### src/hdl/gblr_pkg.sv
// ----------------------------------------------------------------------------
// gblr_pkg
// shared types, codes and widths of the greedy block load rebalancer
// ----------------------------------------------------------------------------
`default_nettype none

package gblr_pkg;

  localparam int MAX_BLOCKS_DEF = 256;
  localparam int MAX_RANKS_DEF  = 16;

  localparam int OP_W       = 2;
  localparam int OWNER_W    = 4;
  localparam int WEIGHT_W   = 24;
  localparam int SUM_W      = 32;
  localparam int CFG_W      = 5;
  localparam int STATUS_W   = 3;
  localparam int BLK_OUT_W  = 8;
  localparam int RANK_OUT_W = 4;

  localparam logic [CFG_W-1:0] RANK_COUNT_RST = 5'd16;

  typedef enum logic [OP_W-1:0] {
    OP_CLEAR = 2'd0,
    OP_LOAD  = 2'd1,
    OP_STEP  = 2'd2
  } op_t;

  typedef enum logic [STATUS_W-1:0] {
    ST_CLEARED  = 3'd0,
    ST_LOADED   = 3'd1,
    ST_MOVED    = 3'd2,
    ST_BALANCED = 3'd3,
    ST_REJECTED = 3'd4
  } status_t;

  typedef enum logic [3:0] {
    S_IDLE,
    S_DECODE,
    S_LD0,
    S_LD1,
    S_RSCAN,
    S_RWAIT,
    S_CHECK,
    S_BSCAN,
    S_BWAIT,
    S_MV0,
    S_MV1,
    S_MV2,
    S_EMIT
  } state_t;

  typedef struct packed {
    logic    take;
    logic    clr;
    logic    ld_blk;
    logic    ld_upd;
    logic    scan_init;
    logic    rk_rd;
    logic    chk;
    logic    blk_rd;
    logic    mv_rd_src;
    logic    mv_src_upd;
    logic    mv_dst_upd;
    logic    res_set;
    status_t res_code;
    logic    res_ranks;
    logic    res_blk;
    logic    emit;
  } ctl_cmd_t;

  typedef struct packed {
    op_t  op;
    logic ld_bad;
    logic one_rank;
    logic rank_last;
    logic balanced;
    logic no_blocks;
    logic blk_last;
    logic found;
    logic out_free;
  } dp_sts_t;

endpackage

`default_nettype wire

### src/hdl/gblr_ctrl.sv
// ----------------------------------------------------------------------------
// gblr_ctrl
// sequencer: decodes an item and steps the datapath through its scans
// ----------------------------------------------------------------------------
`default_nettype none

module gblr_ctrl (
  input  logic               clk,
  input  logic               rst_n,
  input  logic               in_valid,
  output logic               in_stall,
  input  gblr_pkg::dp_sts_t  sts,
  output gblr_pkg::ctl_cmd_t cmd
);
  import gblr_pkg::*;

  state_t state_r;
  state_t state_nxt;

  always_ff @(posedge clk) begin
    if (!rst_n) begin
      state_r <= S_IDLE;
    end else begin
      state_r <= state_nxt;
    end
  end

  always_comb begin
    state_nxt = state_r;
    unique case (state_r)
      S_IDLE: begin
        if (in_valid) state_nxt = S_DECODE;
      end
      S_DECODE: begin
        unique case (sts.op)
          OP_CLEAR: state_nxt = S_EMIT;
          OP_LOAD:  state_nxt = sts.ld_bad ? S_EMIT : S_LD0;
          OP_STEP:  state_nxt = sts.one_rank ? S_EMIT : S_RSCAN;
          default:  state_nxt = S_IDLE;
        endcase
      end
      S_LD0:   state_nxt = S_LD1;
      S_LD1:   state_nxt = S_EMIT;
      S_RSCAN: state_nxt = sts.rank_last ? S_RWAIT : S_RSCAN;
      S_RWAIT: state_nxt = S_CHECK;
      S_CHECK: begin
        if (sts.balanced) begin
          state_nxt = S_EMIT;
        end else if (sts.no_blocks) begin
          state_nxt = S_BWAIT;
        end else begin
          state_nxt = S_BSCAN;
        end
      end
      S_BSCAN: state_nxt = sts.blk_last ? S_BWAIT : S_BSCAN;
      S_BWAIT: state_nxt = S_MV0;
      S_MV0:   state_nxt = sts.found ? S_MV1 : S_EMIT;
      S_MV1:   state_nxt = S_MV2;
      S_MV2:   state_nxt = S_EMIT;
      S_EMIT:  state_nxt = sts.out_free ? S_IDLE : S_EMIT;
      default: state_nxt = S_IDLE;
    endcase
  end

  always_comb begin
    cmd      = '0;
    in_stall = 1'b1;
    unique case (state_r)
      S_IDLE: begin
        in_stall = 1'b0;
        cmd.take = in_valid;
      end
      S_DECODE: begin
        unique case (sts.op)
          OP_CLEAR: begin
            cmd.clr      = 1'b1;
            cmd.res_set  = 1'b1;
            cmd.res_code = ST_CLEARED;
          end
          OP_LOAD: begin
            if (sts.ld_bad) begin
              cmd.res_set  = 1'b1;
              cmd.res_code = ST_REJECTED;
            end
          end
          OP_STEP: begin
            if (sts.one_rank) begin
              cmd.res_set  = 1'b1;
              cmd.res_code = ST_BALANCED;
            end else begin
              cmd.scan_init = 1'b1;
            end
          end
          default: cmd.res_set = 1'b0;
        endcase
      end
      S_LD0: cmd.ld_blk = 1'b1;
      S_LD1: begin
        cmd.ld_upd   = 1'b1;
        cmd.res_set  = 1'b1;
        cmd.res_code = ST_LOADED;
      end
      S_RSCAN: cmd.rk_rd = 1'b1;
      S_RWAIT: cmd.rk_rd = 1'b0;
      S_CHECK: begin
        cmd.chk = 1'b1;
        if (sts.balanced) begin
          cmd.res_set   = 1'b1;
          cmd.res_code  = ST_BALANCED;
          cmd.res_ranks = 1'b1;
        end
      end
      S_BSCAN: cmd.blk_rd = 1'b1;
      S_BWAIT: cmd.blk_rd = 1'b0;
      S_MV0: begin
        if (sts.found) begin
          cmd.mv_rd_src = 1'b1;
        end else begin
          cmd.res_set   = 1'b1;
          cmd.res_code  = ST_BALANCED;
          cmd.res_ranks = 1'b1;
        end
      end
      S_MV1: cmd.mv_src_upd = 1'b1;
      S_MV2: begin
        cmd.mv_dst_upd = 1'b1;
        cmd.res_set    = 1'b1;
        cmd.res_code   = ST_MOVED;
        cmd.res_ranks  = 1'b1;
        cmd.res_blk    = 1'b1;
      end
      S_EMIT:  cmd.emit = sts.out_free;
      default: cmd.emit = 1'b0;
    endcase
  end

endmodule

`default_nettype wire

### config.mk
export PLATFORM = sky130hd
export DESIGN_NAME = gblr_ctrl
export DESIGN_NICKNAME = d
export VERILOG_FILES = /design/src/hdl/gblr_pkg.sv /design/src/hdl/gblr_ctrl.sv
export SDC_FILE = /design/constraint.sdc
export NUM_CORES = 1
export LEC_CHECK = 0
export BUFFER_PORTS_ARGS = -buffer_cell sky130_fd_sc_hd__buf_2
export CORE_MARGIN = 1
export CORE_UTILIZATION = 38
export DETAILED_ROUTE_END_ITERATION = 12
export GPL_TIMING_DRIVEN = 0
export PLACE_DENSITY_LB_ADDON = 0.12
export SLEW_MARGIN = 20
export SYNTH_ARGS = -nofsm -noshare
export SYNTH_HDL_FRONTEND = slang
export SYNTH_SLANG_ARGS = --single-unit
### constraint.sdc
create_clock -name clk -period 1.35 [get_ports clk]
set_input_delay 0.27 -clock clk [delete_from_list [all_inputs] [get_ports clk]]
set_output_delay 0.27 -clock clk [all_outputs]
set_load 0.005 [all_outputs]
==> results.md <==
* Run status: complete, but fails checks
* Synth async-reset ratio at 0
* Register clock-pin slew on the reported worst setup and hold paths at 40 ps
* Top register by number of flip-flops: state_r
* Largest net degree at the start of global routing at 11
* Hold Startpoint: rst_n
* Share of the synthesized area in the top cell type at 0.143
* Worst setup path startpoint: state_r[2]$_SDFFE_PN0P_
* Worst setup slack after placement at -351 ps
* Relative contribution of the clock network to total power at 0.227
* Actual transition at the worst max-transition pin at about 500 ps
* Vertical extent of the die at a little over 40 um
* Reg-to-reg critical path startpoint: state_r[1]$_SDFFE_PN0P_
* # port buffers at 31
* Total negative slack for setup checks at -4580 ps
* Total I/O pin count at 32
* Max Clk Rate at approximately 530 MHz
* Internal Pwr Total at ~0.00040 W
* Startpoint class of the critical path: flop
* Largest incremental delay on the critical path at 390 ps
* Worst EP required at 1080 ps
* Total power after layout at 0.000638 W
* Final routed wire length divided by cell count at between 15 and 20 um
* DPL Wire Length at approximately 1200 um
* Comb power frac at 0.545
* Period utilisation layout at 1.40
* Post-layout min period at around 1900 ps
* Initial Util at 0.419
* Type of the most critical hold path: in -> reg
* Worst path slowest cell: nor4_1
* Clock Skews at between 6 and 7 ps
* Max-slew violation total from the final report at 0
* Chain of cells forming the critical path: nand2b_4, nor4_1, nand2_1, or3b_1, buf_2
* P_leak at between 0.5 and 0.6 nW
* Power per unit of standard cell area at 543 mW/mm2
* Number of sinks handled by clock tree synthesis at 4
* Number of inserted filler cells in the final layout at 63
* H-tree lvl count at 1
* Cell at the root of the clock tree: clkbuf_4
* Post-synthesis instance total at 84
* Number of maximum-capacitance constraint violations at 0
* Number of nets at the end of the flow at 156
* Via count of the first global-routing pass at 740
* Layout cells sized above 1 at 0.628
* Area of the multi-input gates at 591 um2
* Syn-to-layout area delta at 110%
* Total of flip-flops plus latches after synthesis at 4
* Seq. cell area at 95.1 um2
* Full die area at between 0.0015 and 0.002 mm2
* Largest register FFs at 4
* Total congestion overflow at 0
* Yosys cell types at 29
* Worst vdd rail ir drop at 0.000618 V
* RSZ-0062 raised after global routing: yes
* Synthesized area divided by synthesized cell count at 6.66 um2
* Total standard cell area after synthesis at 559 um2
* Arrival time reported for the critical path endpoint at between 1500 and 2000 ps
* Placer's final routability congestion estimate at ~0.82
* Count of inserted antenna diode cells at 0
* Area of the core at ~0.0013 mm2
* Cell accounting for the most synthesized area: dfxtp_1
* Total GRT Usage at 0.305
* Violations in the final reports: negative setup slack
* Sequential cell area fraction in the yosys report at 0.143
* 1st-iter DRT viols at 22
* Net switching power at roughly 0.00024 W
* Top FF cell, synth: dfxtp_1
* Total wire length after detailed routing at 2670 um
* Antenna violations before repair at 0
* Kind of end point of the critical path: output pin
* X dimension of the die at between 40 and 50 um
* Start-to-end type of the worst setup path: reg -> out
* Wire length of the first global-routing pass at between 3000 and 4000 um
* Final hold viol count at 0
* Total setup violations reported at the end of the flow at 23
* Yosys warnings at 0
* Top post-synthesis cells by area: dfxtp_1 14%, ha_1 8.9%, nand2b_1 7.8%, nand2_1 6.0%, nor2_1 6.0%
* Fin util at 0.881
* Post-DR vias/cell at roughly 6.3
* Share of total power consumed by net switching at 0.369
* Worst Path Max Fanout at 5
* Number of placement rows at 13
* PnR worst setup slack at -543 ps
* Detailed-router iteration count before antenna repair at 4
* Largest registers: state_r x4
* Clock buffer count from CTS at 3
* Clock tree from TritonCTS: yes
* Sequential share of power at 0.228
* Synth Net Count at 101
* Worst reg2reg setup slack at -150 ps
* Max-Slew Margin vs Limit at 0.663
* Post-route antenna net violation count at 0
* Via count at 950
* Buffer depth of the longest clock path at 2
* Number of synthesized flops with an enable pin at 0
* Clock latency on the worst-skew pair at between 200 and 250 ps
* DRC violations left at 0
-- cell usage after synthesis (3+ instances only) --
library cell / number
nand2b_1: 7
inv_1: 4
and3_1: 5
nor2b_1: 5
nor3_1: 3
dfxtp_1: 4
a31oi_1: 3
nand2_1: 9
a21oi_1: 5
o21ai_0: 3
o211ai_1: 3
ha_1: 4
nor2_1: 9
-- worst max-delay path, delay by kind of cell (launching register included) --
kind	cells	cell delay, ps
buffers and inverters	1	100
DFF	1	350
and+or+nand+nor	4	950
-- cell usage in the layout, fill, tap and decap left out, drive strengths merged --
cell type	instances
o22a	1
a21boi	1
a32oi	1
a221o	1
clkbuf	5
and4	1
buf	53
nand3	1
and2	2
a2bb2oi	1
or3b	1
nor3	3
a32o	1
a31oi	3
nor4	1
a21oi	5
nor2	9
o211ai	3
ha	4
o21ai	3
nand2	9
nand3b	2
and3	5
dfxtp	4
inv	4
a22o	1
nor2b	5
nand2b	7
-- stage by stage --
stage          cells  hold slack (ps)  instance area (um2)
6_report         152              447                 1170
5_1_grt          152              459                 1170
4_1_cts          140              398                  972
3_5_place_dp     130              629                  747
3_3_place_gp     130              633                  747
2_1_floorplan     84              487                  573
-- layer usage --
metal / share of wire / global-route usage / vias up
li1: - / - / 408
met3: 0.079 / 0.0500 / 12
met2: 0.51 / 0.512 / 68
met5: 0 / 0 / -
met4: 0.031 / 0.125 / 0
met1: 0.38 / 0.378 / 462
-- cell families (layout without fill, tap and decap cells) --
group           Yosys count  after routing  synth area share
buf+inv                   9             62            0.0716
fa+ha+maj                 4              4            0.0895
simple gates             46             46             0.438
flops                     4              4             0.143
compound gates           21             21             0.257
-- final timing paths --
check | end | depth (start not counted)
min | state_r[1]$_SDFFE_PN0P_ | 4
min reg2reg | state_r[3]$_SDFFE_PN0P_ | 3
max reg2reg | state_r[2]$_SDFFE_PN0P_ | 8
max | cmd[6] | 5
-- area by class of cell --
cell class,instances,share of cell area
buffer,5,0.0564
tap,15,0.0160
clock buffer,3,0.0192
timing repair buffer,50,0.312
inverter,4,0.0128
multi-input combinational,71,0.503
sequential,4,0.0809
-- power groups by stage --
stage / Combinational (W) / Clock (W) / Sequential, W
floorplan: 0.000116 / 0 / 0.000140
global placement: 0.000182 / 0 / 0.000142
detailed placement: 0.000183 / 0 / 0.000143
CTS: 0.000250 / 0.000145 / 0.000144
global route: 0.000370 / 0.000161 / 0.000146
finish: 0.000348 / 0.000145 / 0.000145
-- timing repair --
item | CTS | global route
gates resized for setup | 40 | 26
setup endpoints to repair | 23 | 23
pin swaps | 9 | 8
setup buffers | 7 | 13
hold buffers | 0 | 0
Power figures use the tool's default switching activity.
